## config.mk

```make
export PLATFORM = sky130hd
export DESIGN_NAME = key_debounce_long_repeat
export DESIGN_NICKNAME = d
export VERILOG_FILES = /design/src/design/kd_pkg.sv /design/src/design/key_debounce_long_repeat.sv /design/src/design/kd_lane.sv /design/src/design/kd_merge.sv
export SDC_FILE = /design/constraint.sdc
export NUM_CORES = 1
export LEC_CHECK = 0
export BUFFER_PORTS_ARGS = -buffer_cell sky130_fd_sc_hd__buf_2
export CAP_MARGIN = 20
export CORE_UTILIZATION = 25
export CTS_BUF_LIST = sky130_fd_sc_hd__clkbuf_8
export DETAILED_ROUTE_END_ITERATION = 10
export GPL_TIMING_DRIVEN = 1
export HOLD_SLACK_MARGIN = 0.03
export PLACE_DENSITY = 0.48
export SLEW_MARGIN = 20
export SYNTH_ARGS = -nofsm -noshare
export SYNTH_HDL_FRONTEND = slang
export SYNTH_HIERARCHICAL = 1
export SYNTH_SLANG_ARGS = --single-unit
```

## constraint.sdc

```tcl
create_clock -name clk -period 9.65 [get_ports clk]
set_clock_uncertainty 0.05 [all_clocks]
set_input_delay 0.4825 -clock clk [delete_from_list [all_inputs] [get_ports clk]]
set_output_delay 0.4825 -clock clk [all_outputs]
set_load 0.01 [all_outputs]
```

## src/design/kd_pkg.sv

```systemverilog
// Shared types and constants of the key debouncer with long press and auto repeat.
package kd_pkg;

  localparam int KEYS_MAX   = 3;
  localparam int FT_W       = 7;
  localparam int FC_W       = 8;
  localparam int CNT_W      = 16;
  localparam int CODE_W     = 4;
  localparam int CFG_ADDR_W = 3;
  localparam int CFG_DATA_W = 16;

  typedef logic [CFG_ADDR_W-1:0] reg_idx_t;
  typedef logic [CODE_W-1:0]     code_t;

  // Register indexes
  localparam reg_idx_t REG_FILTER_TIME  = 3'd0;
  localparam reg_idx_t REG_LONG_UP      = 3'd1;
  localparam reg_idx_t REG_LONG_OK      = 3'd2;
  localparam reg_idx_t REG_LONG_DOWN    = 3'd3;
  localparam reg_idx_t REG_REPEAT_UP    = 3'd4;
  localparam reg_idx_t REG_REPEAT_OK    = 3'd5;
  localparam reg_idx_t REG_REPEAT_DOWN  = 3'd6;

  localparam reg_idx_t LONG_IDX   [KEYS_MAX] = '{REG_LONG_UP, REG_LONG_OK, REG_LONG_DOWN};
  localparam reg_idx_t REPEAT_IDX [KEYS_MAX] = '{REG_REPEAT_UP, REG_REPEAT_OK, REG_REPEAT_DOWN};

  // Reset values
  localparam logic [FT_W-1:0]  FILTER_TIME_RST  = 7'd5;
  localparam logic [FC_W-1:0]  FILTER_COUNT_RST = {2'b00, FILTER_TIME_RST[FT_W-1:1]};
  localparam logic [CNT_W-1:0] LONG_TIME_RST    = 16'd100;
  localparam logic [CNT_W-1:0] REPEAT_SPEED_RST = 16'd10;

  // Event code offsets within one key's group of three
  localparam code_t CODE_PRESS   = 4'd1;
  localparam code_t CODE_RELEASE = 4'd2;
  localparam code_t CODE_LONG    = 4'd3;

  // Events that one lane raises on one tick: a press or release first,
  // then a long or repeat event
  typedef struct packed {
    logic first_vld;
    logic first_rel;
    logic second_vld;
    logic second_long;
  } lane_ev_t;

endpackage

```

## src/design/key_debounce_long_repeat.sv

```systemverilog
// Top level of the key debouncer with long press and auto repeat.
// Each input word is one scan tick carrying the raw active-low levels of the keys
// (up, ok, down). Every key has its own lane that debounces it with a hysteresis
// counter and raises press, release, long and repeat events; the merge stage sends
// them out one word per cycle while out_tready allows, in key order, with tlast on
// the final event of the tick. A tick causes up to two events per key; the next tick
// is taken only once every event of the previous one has moved into the output
// register, so a stall with events still pending holds the input closed. Writing
// a key's long time or repeat period clears that key's long and repeat counters.
module key_debounce_long_repeat #(
  parameter int NUM_KEYS = 3
) (
  input  logic                              clk,
  input  logic                              rst_n,
  input  logic                              in_tvalid,
  output logic                              in_tready,
  input  logic [7:0]                        in_tdata,   // up_level, ok_level, down_level
  output logic                              out_tvalid,
  input  logic                              out_tready,
  output logic [7:0]                        out_tdata,  // event_code[3:0]
  output logic                              out_tlast,  // last_event
  input  logic                              cfg_we,
  input  kd_pkg::reg_idx_t                  cfg_addr,
  input  logic [kd_pkg::CFG_DATA_W-1:0]     cfg_wdata
);
  import kd_pkg::*;

  logic [FT_W-1:0]             filter_time_r;
  logic [CNT_W-1:0]            long_time_r    [KEYS_MAX];
  logic [CNT_W-1:0]            repeat_speed_r [KEYS_MAX];
  logic [NUM_KEYS-1:0]         key_clr;
  lane_ev_t [NUM_KEYS-1:0]     lane_ev;
  logic                        in_accept;
  code_t                       out_code;

  assign in_accept = in_tvalid && in_tready;

  // Configuration registers
  always_ff @(posedge clk) begin
    if (!rst_n) begin
      filter_time_r <= FILTER_TIME_RST;
      for (int k = 0; k < KEYS_MAX; k++) begin
        long_time_r[k]    <= LONG_TIME_RST;
        repeat_speed_r[k] <= REPEAT_SPEED_RST;
      end
    end else if (cfg_we) begin
      if (cfg_addr == REG_FILTER_TIME) begin
        filter_time_r <= cfg_wdata[FT_W-1:0];
      end
      for (int k = 0; k < KEYS_MAX; k++) begin
        if (cfg_addr == LONG_IDX[k]) begin
          long_time_r[k] <= cfg_wdata;
        end
        if (cfg_addr == REPEAT_IDX[k]) begin
          repeat_speed_r[k] <= cfg_wdata;
        end
      end
    end
  end

  // One lane per key
  for (genvar k = 0; k < NUM_KEYS; k++) begin : g_lane
    assign key_clr[k] = cfg_we && (cfg_addr == LONG_IDX[k] || cfg_addr == REPEAT_IDX[k]);

    kd_lane u_lane (
      .clk          (clk),
      .rst_n        (rst_n),
      .tick         (in_accept),
      .level        (in_tdata[k]),
      .clr          (key_clr[k]),
      .filter_time  (filter_time_r),
      .long_time    (long_time_r[k]),
      .repeat_speed (repeat_speed_r[k]),
      .ev           (lane_ev[k])
    );
  end

  // Serialize the events of a tick
  kd_merge #(
    .NUM_KEYS (NUM_KEYS)
  ) u_merge (
    .clk       (clk),
    .rst_n     (rst_n),
    .load      (in_accept),
    .ev        (lane_ev),
    .ready     (in_tready),
    .out_valid (out_tvalid),
    .out_code  (out_code),
    .out_last  (out_tlast),
    .out_ready (out_tready)
  );

  assign out_tdata = {{(8 - CODE_W){1'b0}}, out_code};

`ifndef NO_ASSERTIONS
  // A stalled word that is not the last of its tick keeps the input closed
  a_busy_while_pending: assert property (@(posedge clk) disable iff (!rst_n)
    (out_tvalid && !out_tlast && !out_tready) |-> !in_tready)
    else $error("input open while events of a tick are pending");

  // Output only starts after a taken tick has passed through the pending mask and the output register
  a_out_follows_tick: assert property (@(posedge clk) disable iff (!rst_n)
    $rose(out_tvalid) |-> $past(in_tvalid && in_tready, 2))
    else $error("output word without a preceding tick");
`endif

endmodule

```

## src/design/kd_lane.sv

```systemverilog
// One key lane: hysteresis filter, held flag, long press and repeat counters.
module kd_lane (
  input  logic                      clk,
  input  logic                      rst_n,
  input  logic                      tick,
  input  logic                      level,
  input  logic                      clr,
  input  logic [kd_pkg::FT_W-1:0]   filter_time,
  input  logic [kd_pkg::CNT_W-1:0]  long_time,
  input  logic [kd_pkg::CNT_W-1:0]  repeat_speed,
  output kd_pkg::lane_ev_t          ev
);
  import kd_pkg::*;

  logic [FC_W-1:0]  fc_r, fc_nxt;
  logic             held_r, held_nxt;
  logic [CNT_W-1:0] lc_r, lc_nxt;
  logic [CNT_W-1:0] rc_r, rc_nxt;
  logic [FC_W-1:0]  ft1;
  logic [FC_W-1:0]  ft2;
  logic [CNT_W:0]   lc_inc;
  logic [CNT_W:0]   rc_inc;

  // Work out the next key state and the events of this tick
  always_comb begin
    ft1      = {1'b0, filter_time};
    ft2      = {filter_time, 1'b0};
    lc_inc   = {1'b0, lc_r} + 17'd1;
    rc_inc   = {1'b0, rc_r} + 17'd1;
    fc_nxt   = fc_r;
    held_nxt = held_r;
    lc_nxt   = lc_r;
    rc_nxt   = rc_r;
    ev       = '0;
    if (!level) begin
      if (fc_r < ft1) begin
        fc_nxt = ft1;
      end else if (fc_r < ft2) begin
        fc_nxt = fc_r + 8'd1;
      end else begin
        if (!held_r) begin
          held_nxt     = 1'b1;
          ev.first_vld = 1'b1;
        end
        if (long_time != '0) begin
          if (lc_r < long_time) begin
            lc_nxt = lc_inc[CNT_W-1:0];
            if (lc_inc[CNT_W-1:0] == long_time) begin
              ev.second_vld  = 1'b1;
              ev.second_long = 1'b1;
            end
          end else if (repeat_speed != '0) begin
            if (rc_inc >= {1'b0, repeat_speed}) begin
              rc_nxt        = '0;
              ev.second_vld = 1'b1;
            end else begin
              rc_nxt = rc_inc[CNT_W-1:0];
            end
          end
        end
      end
    end else begin
      if (fc_r > ft1) begin
        fc_nxt = ft1;
      end else if (fc_r != '0) begin
        fc_nxt = fc_r - 8'd1;
      end else if (held_r) begin
        held_nxt     = 1'b0;
        ev.first_vld = 1'b1;
        ev.first_rel = 1'b1;
      end
      lc_nxt = '0;
      rc_nxt = '0;
    end
  end

  // Advance key state on an accepted tick; a config write clears counters instead
  always_ff @(posedge clk) begin
    if (!rst_n) begin
      fc_r   <= FILTER_COUNT_RST;
      held_r <= 1'b0;
      lc_r   <= '0;
      rc_r   <= '0;
    end else if (clr) begin
      lc_r <= '0;
      rc_r <= '0;
    end else if (tick) begin
      fc_r   <= fc_nxt;
      held_r <= held_nxt;
      lc_r   <= lc_nxt;
      rc_r   <= rc_nxt;
    end
  end

endmodule

```

## src/design/kd_merge.sv

```systemverilog
// Merge stage: latch the lanes' events and send them out one word a cycle while out_ready allows, in key order.
module kd_merge #(
  parameter int NUM_KEYS = 3
) (
  input  logic                                clk,
  input  logic                                rst_n,
  input  logic                                load,
  input  kd_pkg::lane_ev_t [NUM_KEYS-1:0]     ev,
  output logic                                ready,
  output logic                                out_valid,
  output kd_pkg::code_t                       out_code,
  output logic                                out_last,
  input  logic                                out_ready
);
  import kd_pkg::*;

  localparam int SLOTS = 2 * NUM_KEYS;

  logic [SLOTS-1:0] mask_r, mask_nxt;
  logic [SLOTS-1:0] kind_r;
  logic [SLOTS-1:0] mask_new;
  logic [SLOTS-1:0] kind_new;
  logic [SLOTS-1:0] pick_oh;
  logic [SLOTS-1:0] mask_left;
  logic [SLOTS-1:0] mask_after;
  code_t            slot_code [SLOTS];
  code_t            pick_code;
  code_t            code_r;
  logic             last_r;
  logic             out_valid_r, out_valid_nxt;
  logic             out_load;

  // Lay the lanes' events out as two slots per key
  always_comb begin
    for (int k = 0; k < NUM_KEYS; k++) begin
      mask_new[2*k]   = ev[k].first_vld;
      kind_new[2*k]   = ev[k].first_rel;
      mask_new[2*k+1] = ev[k].second_vld;
      kind_new[2*k+1] = ev[k].second_long;
    end
  end

  // Code of each slot: even slots press or release, odd slots repeat or long
  always_comb begin
    for (int i = 0; i < SLOTS; i++) begin
      if ((i & 1) == 0) begin
        slot_code[i] = CODE_W'(3 * (i >> 1)) + (kind_r[i] ? CODE_RELEASE : CODE_PRESS);
      end else begin
        slot_code[i] = CODE_W'(3 * (i >> 1)) + (kind_r[i] ? CODE_LONG : CODE_PRESS);
      end
    end
  end

  // Pick the lowest pending slot
  always_comb begin
    pick_oh   = '0;
    pick_code = slot_code[0];
    for (int i = SLOTS - 1; i >= 0; i--) begin
      if (mask_r[i]) begin
        pick_oh    = '0;
        pick_oh[i] = 1'b1;
        pick_code  = slot_code[i];
      end
    end
  end

  // Move one word into the output register whenever it is free or drained
  always_comb begin
    out_load      = (mask_r != '0) && (!out_valid_r || out_ready);
    mask_left     = mask_r & ~pick_oh;
    mask_after    = out_load ? mask_left : mask_r;
    ready         = (mask_after == '0);
    mask_nxt      = load ? mask_new : mask_after;
    out_valid_nxt = out_load ? 1'b1 : (out_ready ? 1'b0 : out_valid_r);
  end

  always_ff @(posedge clk) begin
    if (!rst_n) begin
      mask_r      <= '0;
      out_valid_r <= 1'b0;
    end else begin
      mask_r      <= mask_nxt;
      out_valid_r <= out_valid_nxt;
    end
  end

  // Hold event kinds and the output word
  always_ff @(posedge clk) begin
    if (load) begin
      kind_r <= kind_new;
    end
    if (out_load) begin
      code_r <= pick_code;
      last_r <= (mask_left == '0);
    end
  end

  assign out_valid = out_valid_r;
  assign out_code  = code_r;
  assign out_last  = last_r;

endmodule
```

### Word-level counts from Yosys, hierarchy flattened

Memory sizes are Yosys's and may differ from the RTL's.
Cells that the tools add are included.
W data, S select, Z words.

* muxes and demuxes: 167
* bitwise logic cells: 21
* $lt $le $gt $ge: 15
* reductions and logical operators: 58
* eq/ne operators: 27
* add/subtract/negate cells: 16

Operator list (count)
* $mux W16: 42
* $mux W8: 15
* $reduce_bool A16 Y1: 6
* $mux W1: 66
* $mux W2: 30
* $add A16 B1 Y17 const B: 3
* $ge A17 B16 Y1: 3
* $add A16 B1 Y16 const B: 3
* $eq A16 B16 Y1: 3
* $lt A16 B16 Y1: 3
* $mux W6: 8
* $reduce_and A6 Y1: 6
* $ne A2 B2 Y1 const B: 15
* $add A8 B1 Y8 const B: 3
* $gt A8 B7 Y1: 3
* $lt A8 B7 Y1: 3
* $lt A8 B8 Y1: 3
* $mux W4: 6
* $reduce_bool A8 Y1: 3
* $sub A8 B1 Y8 const B: 3
* $reduce_bool A2 Y1: 10
* $reduce_and A5 Y1: 3
* $reduce_or A5 Y1: 3
* $not A1 Y1: 13
* 20 further kinds: 48

* memory bits (writable): 96
* output and inout port bits: 11
* register bits after elaboration: 148
* word-level logic and storage cells: 329
* input bits: 32
* memories: 2

Memories
* long_time_r: depth 3, width 16, read ports 3, clocked after memory_dff 0, wr ports 3, RTL line key_debounce_long_repeat.sv:29 `logic [CNT_W-1:0] long_time_r [KEYS_MAX];`
* repeat_speed_r: depth 3, width 16, read ports 3, clocked after memory_dff 0, wr ports 3, RTL line key_debounce_long_repeat.sv:30 `logic [CNT_W-1:0] repeat_speed_r [KEYS_MAX];`

### Depth between registers and ports, before layout

Gate-level depths: netlist (run 1).

* depth after elaboration: 12
* mapped depth: 16
* gate-level depth less buffers: 15

### Hierarchy

The synthesis (run 1) kept the hierarchy.

By module, submodules not included
* kd_lane: times used 3, cells an instance 573, sequential area each 820.8 um^2, area an instance 4274.1 um^2
* key_debounce_long_repeat: times used 1, cells an instance 194, sequential area each 3022.9 um^2, area an instance 3654.8 um^2
* kd_merge: times used 1, cells an instance 86, sequential area each 470.5 um^2, area an instance 904.6 um^2

### Worst setup path before layout (run 1)

No wires, ideal clock.

* kind: register to register
* start point: register g_lane[0].u_lane.rc_r[0]
* end point: register g_lane[0].u_lane.rc_r[12]
* library setup time: 0.074 ns
* buffers on the path: 1
* cell stages (with the launch flop): 16
* clock period less this slack: 3.510 ns
* setup slack: 6.140 ns
* data arrival time: 3.386 ns
* required time: 9.526 ns
* path through: dfxtp_1 -> ha_1 -> nand3_1 -> nor4_1 -> and3_1 -> nand3_1 -> xnor2_1 -> ha_1 -> a21oi_1 -> a21boi_0 -> nor3_1 -> nand4_1 -> nor4b_1 -> clkbuf_1 -> a21oi_1 -> a31oi_1

* word-level cells in the longest chain between the ends: 9

RTL lines
* start, declared: RTL line kd_lane.sv:18 `logic [CNT_W-1:0] rc_r, rc_nxt;`
* start signal, assigned: RTL line kd_lane.sv:91 `rc_r <= rc_nxt;`
* $add A16 B1 Y17 (*): RTL line kd_lane.sv:29 `rc_inc = {1'b0, rc_r} + 17'd1;`
* $ge A17 B16 Y1: RTL line kd_lane.sv:53 `if (rc_inc >= {1'b0, repeat_speed}) begin`
* $mux W16 (*): RTL line kd_lane.sv:53
* $mux W16 (*): RTL line kd_lane.sv:52 `end else if (repeat_speed != '0) begin`
* $mux W16 (*): RTL line kd_lane.sv:46 `if (lc_r < long_time) begin`
* $mux W16 (*): RTL line kd_lane.sv:45 `if (long_time != '0) begin`
* $mux W16 (*): RTL line kd_lane.sv:38 `end else if (fc_r < ft2) begin`
* $mux W16 (*): RTL line kd_lane.sv:36 `if (fc_r < ft1) begin`
* $mux W16 (*): RTL line kd_lane.sv:35 `if (!level) begin`

Mark *: on every way between the ends. The rest lies on a longest branch, timed or not. The select of a mux whose other input is x is not followed.
A chain may end at the register's enable or synchronous reset.

### Worst setup path after layout (run 1)

* start point: register g_lane[1].u_lane.rc_r[0]
* end point: register g_lane[1].u_lane.rc_r[13]

* word-level cells in the longest chain between the ends: 9

RTL lines (RTL line)
* start, declared: kd_lane.sv:18
* start signal, assigned: kd_lane.sv:91
* $add A16 B1 Y17 (*): kd_lane.sv:29
* $ge A17 B16 Y1: kd_lane.sv:53
* $mux W16 (*): kd_lane.sv:53
* $mux W16 (*): kd_lane.sv:52
* $mux W16 (*): kd_lane.sv:46
* $mux W16 (*): kd_lane.sv:45
* $mux W16 (*): kd_lane.sv:38
* $mux W16 (*): kd_lane.sv:36
* $mux W16 (*): kd_lane.sv:35

Marks and branches as above.

==> reports/qor.txt, run 1 <==
Status - finished clean
Int Pwr - 1.920 mW
Tot Pwr - 2.933 mW
Yosys warns - 6
CP bufs+invs - 0
Synth top area share - 18.49%
Cells after Synth - 1999
Initial antenna violation count - 3
Fin util - 28.16%
Rows - 96
WL final - 51.83 mm
Largest area contributor in the netlist - edfxtp_1
DRT Pass-1 Iters - 6
Placed cell areas - 0.01842 sq mm
Setup TNS - 0 ps
Switching share of total power - 34.56%
CP Data Arrival Time - 5050 ps
Max_slew headroom - 27.62%
Seq pwr share - 42.1%
Fillers - 7424
LEAKAGE - 7.325 nW
Syn Area/Cell - 8.695 sq um
Fin area - 0.01934 sq mm
Vias in the first global route - 14590
Req. time, crit path - 10150 ps
Placed Cells - 2885
Slew Viols, Final - 0
Pwr/cell area - 151.6 mW/mm^2
Num Clock Sinks - 244
Critical Path Fanout Max - 12
Core ar. - 0.06871 sq mm
Most frequent cells in the layout - 183 x inv_1, 166 x nand2_1, 150 x ha_1
Global-route wire length before repair - 81.48 mm
Most common cell after layout, fill and taps aside - inv_1
Antenna-violating nets left - 0
Final setup violating endpoints - 0
Critical Path End Type - register
Fin nets - 2184
H-tree levels - 2
Share of layout cells above drive strength 1 - 8.841%
Comb pwr share - 22.9%
Clock-pin slew on the worst setup and hold paths - 60 ps
Clock buffer depth - 3
Worst hold margin - 108.1 ps
Peak VDD IR - 0.00008974 V
Post-synth EDFFs - 107
Total gr overflow - 0
Iteration-0 DRC Markers - 902
Io pins - 43
Die ar. - 0.07059 sq mm
Tcrit/Tclk final - 47.11%
Synth area leaders - edfxtp_1 18%, dfxtp_1 16%, ha_1 11%
Num CTS Buffers - 46
Dpl hpwl - 38.29 mm
Post-Layout Cell Count - 2968
Drt wl/cell - 17.46 um
Largest net degree at the start of global routing - 52
Height of the die - 265.7 um
Switching power - 1.014 mW
Initial core utilization - 25.30%
Worst Max-Slew Pin Slew - 1083 ps
Clock Latency Late Sink - 630 ps
CTS tree - built
Residual DRC - 0
HP Class - input port to register
Routability Congestion - 0.8392
CP Cell Sequence - ha_1 -> nand3_1 -> nor4_1 -> and3_1 -> nand3_1 -> xnor2_1 -> ha_1 -> a21oi_1 -> a21boi_0 -> nor3_1 -> nand4_1 -> nor4b_4 -> a21bo_2 -> o21ai_0
Setup WS pre-CTS - 4862 ps
Die Width - 265.7 um
Max cap viols - 0
Prevailing post-synth register cell - dfxtp_1
Share of flip-flops with an asynchronous set or reset - 0%
Yosys reg bits - 244
Unique masters post-synth - 81
Setup repair after global routing missed its margin - no
Crit path max-delay family - simple AND/OR/NAND/NOR gates
CP Launch Type - register
Root Buffer - clkbuf_8
Clock share of power - 35.0%
Crit path largest cell delay - 760 ps
Sequential-to-total area share from yosys stat - 34.26%
Slowest stage cell, crit path - nor4b_4
DR vias - 15200
Final worst slack - 5104 ps
Post-CTS Setup Inserts - 0
Crit path time final - 4546 ps
Vias per cell - 5.120
Crit path kind - register to register
Fmax - 220.0 MHz
Total track usage - 14.56%
Final Hold Fails - 0
Synthesized cell area - 0.01738 sq mm
PortBufs - 33
CTS resizes - 0
CTS Hold Bufs - 0
Area grow syn2layout - 11.29%
layout make-up:
type                            count  area (sq um)  share of cell area [%]
Sequential cell                   244          5956                   30.79
Clock inverter                     34         235.2                   1.216
Antenna cell                        1         2.502                 0.01294
Multi-Input combinational cell   1485         10370                   53.59
Tap cell                          931          1165                   6.022
Timing Repair Buffer               53         312.8                   1.617
Clock buffer                       48         660.6                   3.415
Inverter                          172         645.6                   3.337
tightest hold or removal path, cell delays in order:
cell     delay (ps)
buf_2           140
nand2_1          60
mux2i_1          50
synthesized netlist by cell type (7+ instances only):
| library cell | n |
|---|---|
| a22oi_1 | 7 |
| nor2_1 | 77 |
| or3_1 | 23 |
| o31ai_1 | 10 |
| nand3_1 | 95 |
| nor2b_1 | 15 |
| o211a_1 | 9 |
| or4_1 | 45 |
| nand2_1 | 166 |
| a221o_1 | 10 |
| xnor2_1 | 55 |
| a21oi_1 | 87 |
| mux2i_1 | 22 |
| edfxtp_1 | 107 |
| o21ai_0 | 81 |
| nor3b_1 | 31 |
| buf_2 | 31 |
| a31oi_1 | 49 |
| or2_2 | 16 |
| nand4_1 | 60 |
| xor2_1 | 45 |
| and4_1 | 9 |
| and3b_1 | 8 |
| o22ai_1 | 9 |
| nand2b_1 | 64 |
| and2_1 | 8 |
| nor3_1 | 40 |
| a21o_1 | 13 |
| nor4_1 | 43 |
| nand3b_1 | 8 |
| a2111oi_0 | 8 |
| o211ai_1 | 60 |
| clkbuf_1 | 58 |
| a211oi_1 | 11 |
| and3_1 | 30 |
| dfxtp_1 | 137 |
| ha_1 | 150 |
| a211o_1 | 7 |
| inv_1 | 169 |
power by group through the flow:
stage	clock, mW	combinational [mW]	sequential, mW
2_1_floorplan	0	0.502	1.21
3_3_place_gp	0	0.647	1.25
3_5_place_dp	0	0.663	1.26
4_1_cts	1.07	0.666	1.23
5_1_grt	1.11	0.747	1.25
6_report	1.03	0.671	1.24
logic make-up (layout without fill, tap and decap cells):
| logic type | count (synthesis) | after routing | synth area share [%] |
|---|---|---|---|
| adder cells (fa/ha/maj) | 151 | 151 | 10.86 |
| AO/OA/AOI/OAI | 441 | 441 | 17.46 |
| AND/OR/NAND/NOR | 764 | 764 | 24.45 |
| buffers and inverters | 273 | 307 | 6.450 |
| flip-flops | 244 | 244 | 34.26 |
| other | 1 | 5 | 0.02157 |
| multiplexers | 25 | 25 | 1.461 |
| XOR/XNOR | 100 | 100 | 5.039 |
sequential cells by signal, indices dropped and copies added (netlist names), 4 cells and up:
name	flops
repeat_speed_r	48
long_time_r	48
g_lane.u_lane/fc_r	24
g_lane.u_lane/lc_r	48
u_merge/out_code	4
u_merge/kind_r	6
g_lane.u_lane/rc_r	48
u_merge/mask_r	6
filter_time_r	7
worst paths after layout:
check	startpoint	endpoint	slack, ps	cells after the start
min	cfg_wdata[1]	filter_time_r[1]	110	3
max reg2reg	g_lane[1].u_lane/rc_r[0]	g_lane[1].u_lane/rc_r[13]	5100	14
min reg2reg	g_lane[0].u_lane/rc_r[6]	g_lane[0].u_lane/rc_r[6]	460	2
max	g_lane[1].u_lane/rc_r[0]	g_lane[1].u_lane/rc_r[13]	5100	14
per-layer routing:
| layer | global-route usage (%) | up-vias | share of wire, % |
|---|---|---|---|
| li1 | - | 7434 | - |
| met1 | 18.99 | 7356 | 46 |
| met4 | 5.390 | 0 | 2.9 |
| met3 | 2.379 | 76 | 4.9 |
| met5 | 0 | - | 0 |
| met2 | 24.08 | 331 | 46 |
Power figures use the tool's default switching activity.
==> inputs of run 2 (changes only) <==
--- a/config.mk
+++ b/config.mk
@@ -5,6 +5,7 @@
 export SDC_FILE = /design/constraint.sdc
 export NUM_CORES = 1
 export LEC_CHECK = 0
+export ABC_AREA = 1
 export BUFFER_PORTS_ARGS = -buffer_cell sky130_fd_sc_hd__buf_2
 export CAP_MARGIN = 20
 export CORE_UTILIZATION = 25
==> constraint.sdc (replaced) <==
create_clock -name clk -period 4.2 [get_ports clk]
set_clock_uncertainty 0.05 [all_clocks]
set_input_delay 0.21 -clock clk [delete_from_list [all_inputs] [get_ports clk]]
set_output_delay 0.21 -clock clk [all_outputs]
set_load 0.01 [all_outputs]
==> run 2 against run 1 <==
  * Sequential cell count stayed put
  * Sequential power grew to 3.0 times the previous value
  * Worst hold slack better by 2.1 ps
  * Register-to-register slack worse by 4200 ps
  * Via count is 5.9% higher
==> reports/qor.txt, run 2 <==
Status - finished clean
Pwr/cell area - 549.2 mW/mm^2
Iteration-0 DRC Markers - 1045
Die Width - 273.2 um
Dpl hpwl - 39.62 mm
Clock-pin slew on the worst setup and hold paths - 60 ps
Final Hold Fails - 0
Height of the die - 273.2 um
Slew Viols, Final - 0
Most common cell after layout, fill and taps aside - nand2_1
DRT Pass-1 Iters - 7
Share of layout cells above drive strength 1 - 10.36%
Fmax - 302.4 MHz
Drt wl/cell - 14.45 um
Total track usage - 14.27%
Crit path time final - 3306 ps
CTS tree - built
Largest area contributor in the netlist - edfxtp_1
Io pins - 43
Peak VDD IR - 0.0003184 V
Setup WS pre-CTS - 878.4 ps
Sequential-to-total area share from yosys stat - 32.40%
Setup repair after global routing missed its margin - no
HP Class - input port to register
DR vias - 16090
H-tree levels - 2
Max_slew headroom - 40.52%
Adder-cell share of the synthesized area - 10.21%
Initial antenna violation count - 3
Crit path launch - u_merge/mask_r[2]
Final worst slack - 893.6 ps
Critical Path Fanout Max - 31
Main combinational cell family by area after synthesis - simple AND/OR/NAND/NOR gates
Synthesized cell area - 0.01838 sq mm
Critical Path End Type - register
Residual DRC - 0
Core ar. - 0.07283 sq mm
CP Launch Type - register
Setup TNS - 0 ps
R2R Path Start - u_merge/mask_r[2]
Fin nets - 2846
Synth Area in Simple Gates - 34.48%
Die ar. - 0.07461 sq mm
PortBufs - 33
Syn Area/Cell - 7.070 sq um
Worst hold margin - 110.1 ps
Prevailing post-synth register cell - dfxtp_1
Final setup violating endpoints - 0
Tot Pwr - 11.40 mW
Area grow syn2layout - 12.91%
Num CTS Buffers - 48
LEAKAGE - 9.879 nW
Synth top area share - 17.48%
Placed Cells - 3541
Vias in the first global route - 15600
WL final - 52.93 mm
Worst Max-Slew Pin Slew - 890.1 ps
Post-synth EDFFs - 107
Tcrit/Tclk final - 78.72%
Post-Layout Cell Count - 3663
Initial core utilization - 25.24%
Fin area - 0.02075 sq mm
Yosys reg bits - 244
Synth area leaders - edfxtp_1 17%, dfxtp_1 15%, nand2_1 13%
Largest net degree at the start of global routing - 33
Rows - 99
Antenna-violating nets left - 0
Req. time, crit path - 4650 ps
Clock buffer depth - 3
Max cap viols - 0
Placed cell areas - 0.01939 sq mm
Share of flip-flops with an asynchronous set or reset - 0%
Mux cell area share after synthesis - 0%
Crit path kind - register to register
Top post-synthesis cells by count - 644 x nand2_1, 392 x inv_1, 361 x nor2_1, 176 x nand3_1, 150 x ha_1
Num Clock Sinks - 244
Fin util - 28.49%
Routability Congestion - 0.8587
Synth Area in XOR/XNOR - 4.166%
Global-route wire length before repair - 84.65 mm
Root Buffer - clkbuf_8
Synth Area in Compound Gates - 8.291%
Cells after Synth - 2600
Total gr overflow - 0
Min-delay src - cfg_wdata[7]
Inserted Diodes - 0
Most frequent cells in the layout - 644 x nand2_1, 405 x inv_1, 358 x nor2_1
Clock Latency Late Sink - 620 ps
Count leader, synth - nand2_1
Unique masters post-synth - 46
Yosys warns - 6
Vias per cell - 4.392
CP Data Arrival Time - 3760 ps
[run 2: cell types whose count changed after synthesis, sizes merged, moves of 35 or more]
cell	before	now
o211ai	61	10
xnor2	55	3
a21oi	87	136
nand2	166	670
nor4	44	9
clkbuf	59	22
nand3	96	196
nor2	77	432
a31oi	49	0
or4	49	0
nand2b	64	0
inv	169	399
[run 2: where the power goes]
group	leakage, nW	total, mW	internal [mW]	switching, mW
clock	0.576	2.69	1.55	1.14
sequential	2.16	3.78	3.07	0.702
combinational	7.14	4.93	1.74	3.19
[run 2: layout make-up]
cell class | count | area (sq um)
fillers | 8105 | 52080
inverters | 399 | 1498
well taps | 959 | 1200
repair buffers | 69 | 515.5
multi-input cells | 1902 | 10540
flip-flops and latches | 244 | 5956
clock buffers | 51 | 701.9
clock inverters | 39 | 345.3
[run 2: worst max-delay path, cell delays in order (launching register included)]
cell and delay [ps]:
dfxtp_1 360, nor2_2 210, nand2_2 100, nand2_1 80
o21ai_1 80, nand3b_1 160, nor2_1 330, nand2_1 90
inv_1 330, nand2_1 160, nor2_4 230, nand3_2 590
a21oi_1 350, nor2_1 60
[run 2: logic make-up (layout without fill, tap and decap cells)]
group / count (synthesis) / after routing
adders and majority gates: 150 / 150
other: 1 / 4
DFF: 244 / 244
xor gates and xnor gates: 78 / 78
and+or+nand+nor: 1407 / 1407
AOI/OAI and AO/OA: 263 / 263
buffers and inverters: 457 / 558
[run 2: per-layer routing]
layer | track usage [%] | routed length (um)
met2 | 22.12 | 22500
met3 | 1.933 | 1990
met5 | 0 | 13
met4 | 4.028 | 1094
met1 | 20.46 | 27330
[run 2: path summary, 6_finish.rpt]
check	end	slack [ps]	cells past startpoint
worst max-delay path	g_lane[2].u_lane/rc_r[3]	890	13
worst min register to register	g_lane[2].u_lane/held_r	450	2
worst min-delay path	long_time_r[0][39]	110	3
worst max register to register	g_lane[2].u_lane/rc_r[3]	890	13
[run 2: repair_timing]
item	4_1_cts	5_1_grt
setup buffers	0	0
endpoints found under the hold margin	36	0
hold buffers	32	0
gates resized for setup	0	0
==> inputs of run 3 (changes only) <==
--- a/config.mk
+++ b/config.mk
@@ -13,7 +13,7 @@
 export DETAILED_ROUTE_END_ITERATION = 10
 export GPL_TIMING_DRIVEN = 1
 export HOLD_SLACK_MARGIN = 0.03
-export PLACE_DENSITY = 0.48
+export PLACE_DENSITY = 0.49
 export SLEW_MARGIN = 20
 export SYNTH_ARGS = -nofsm -noshare
 export SYNTH_HDL_FRONTEND = slang
==> constraint.sdc (replaced) <==
create_clock -name clk -period 2.9 [get_ports clk]
set_clock_uncertainty 0.05 [all_clocks]
set_input_delay 0.145 -clock clk [delete_from_list [all_inputs] [get_ports clk]]
set_output_delay 0.145 -clock clk [all_outputs]
set_load 0.01 [all_outputs]
==> run 3 against run 2 <==
  * Sequential power is 45% higher
  * Routed wire length grew 3.9%
  * Critical path depth up 6
  * Total power rose by 59%
  * Cell count rose by 3.4%
  * Critical endpoint is now u_merge/mask_r[1]
  * Largest cell class unchanged
  * Largest power group unchanged
==> reports/qor.txt, run 3 (synthesized netlist as in run 2, its figures left out) <==
Status - finished clean
Pwr/cell area - 806.3 mW/mm^2
Critical Path End Type - register
Die ar. - 0.07461 sq mm
DR vias - 16640
Clock buffer depth - 3
Fin nets - 2968
H-tree levels - 2
Peak VDD IR - 0.0004149 V
Comb pwr share - 44.9%
Switching share of total power - 42.76%
Tcrit/Tclk final - 97.79%
CP Data Arrival Time - 3350 ps
CTS tree - built
Antenna-violating nets left - 0
Int Pwr - 10.38 mW
Share of layout cells above drive strength 1 - 17.09%
Num CTS Buffers - 49
Crit path time final - 2836 ps
Fillers - 7968
Root Buffer - clkbuf_8
Drt wl/cell - 14.52 um
LEAKAGE - 10.78 nW
Largest net degree at the start of global routing - 37
Setup TNS - 0 ps
WL final - 54.99 mm
Crit. path cell count - 19
Global-route wire length before repair - 85.88 mm
DRT Pass-1 Iters - 5
Dpl hpwl - 41.19 mm
Most frequent cells in the layout - 628 x nand2_1, 393 x inv_1, 351 x nor2_1
Setup repair after global routing missed its margin - yes
CP Launch Type - register
CP Cell Sequence - ha_4 -> nand2_4 -> nor2_4 -> nand2_2 -> nor4_4 -> xor2_1 -> inv_1 -> ha_4 -> nand2_2 -> inv_2 -> nand2_1 -> or2_4 -> nor2_4 -> nand2_2 -> nand3_4 -> nand4_1 -> nand2_1 -> o21ai_1 -> a21oi_1
Io pins - 43
Hold path depth - 4
Final setup violating endpoints - 0
Vias in the first global route - 15540
Req. time, crit path - 3410 ps
Rows - 99
Switching power - 7.757 mW
Slowest stage cell, crit path - dfxtp_2
Total track usage - 14.48%
Max cap viols - 0
Height of the die - 273.2 um
Area grow syn2layout - 22.39%
Initial core utilization - 25.24%
Reg2reg setup slack - 60 ps
CP bufs+invs - 2
Slew Viols, Final - 0
Crit path largest cell delay - 350 ps
Final Hold Fails - 0
Routability Congestion - 0.8720
PortBufs - 33
Fmax - 352.6 MHz
Die Width - 273.2 um
Clock share of power - 24.9%
Total gr overflow - 0
Critical Path Fanout Max - 2
Core ar. - 0.07283 sq mm
Seq pwr share - 30.2%
Clock Latency Late Sink - 640 ps
HP Class - input port to register
Most common cell after layout, fill and taps aside - nand2_1
Vias per cell - 4.395
Initial antenna violation count - 4
Tot Pwr - 18.14 mW
Iteration-0 DRC Markers - 1105
Crit path kind - register to register
Clock-pin slew on the worst setup and hold paths - 60 ps
R2r worst-path depth - 19
Max_slew headroom - 43.31%
Crit path max-delay family - simple AND/OR/NAND/NOR gates
Most Frequent Cell on Critical Path - nand2_2
Worst Max-Slew Pin Slew - 848.3 ps
Residual DRC - 0
Num Clock Sinks - 244
-- run 3: final timing paths --
kind | startpoint | to
max | g_lane[0].u_lane/rc_r[1] | u_merge/mask_r[1]
min | in_tdata[1] | g_lane[1].u_lane/lc_r[10]
max reg2reg | g_lane[0].u_lane/rc_r[1] | u_merge/mask_r[1]
min reg2reg | g_lane[0].u_lane/held_r | g_lane[0].u_lane/held_r
-- run 3: repair_timing --
action / in CTS / in global routing
pin swaps: 21 / 48
hold buffers: 35 / 0
buffers inserted: 6 / 6
setup endpoints to repair: 30 / 51
resized for setup: 28 / 83
gates cloned: 0 / 1
hold endpoints to repair: 98 / 0
-- run 3: power groups by stage --
stage	Clock, mW	Sequential, mW	Combinational (mW)
2_1_floorplan	0	5.18	5.81
3_3_place_gp	0	5.51	7.84
3_5_place_dp	0	5.50	7.84
4_1_cts	4.62	5.45	7.97
5_1_grt	4.76	5.63	9.31
6_report	4.51	5.48	8.15
-- run 3: tightest hold or removal path, delay by kind of cell --
family	cells	cell delay, ps
compound gates	1	180
buf+inv	2	340
simple gates	1	50
-- run 3: metal layers --
layer / wire (um) / GRT usage [%]
met5: 10 / 0
met1: 28250 / 21.30
met2: 23670 / 22.15
met3: 2005 / 1.740
met4: 1056 / 3.646
-- run 3: layout make-up --
cell class	count	area (sq um)	area share [%]
multi-input cells	1902	11020	48.98
flip-flops and latches	244	5971	26.54
repair buffers	190	1597	7.096
inverters	399	1498	6.657
well taps	959	1200	5.333
clock buffers	50	688.2	3.059
clock inverters	42	523.0	2.325
diodes	1	2.502	0.01112
-- run 3: stage by stage --
step                      util, %  worst slack (ps)  hold slack, ps  cells  area (sq um)
after CTS                   30.23            -6.225           51.57   3779         22010
after global placement      27.86            -75.54           418.5   3646         20290
after global routing        30.89            -165.3           84.02   3787         22500
after floorplan                 -             96.02           215.8   2603         18390
final                       30.89             64.04           89.85   3787         22500
after detailed placement    27.86            -97.14           413.2   3646         20290
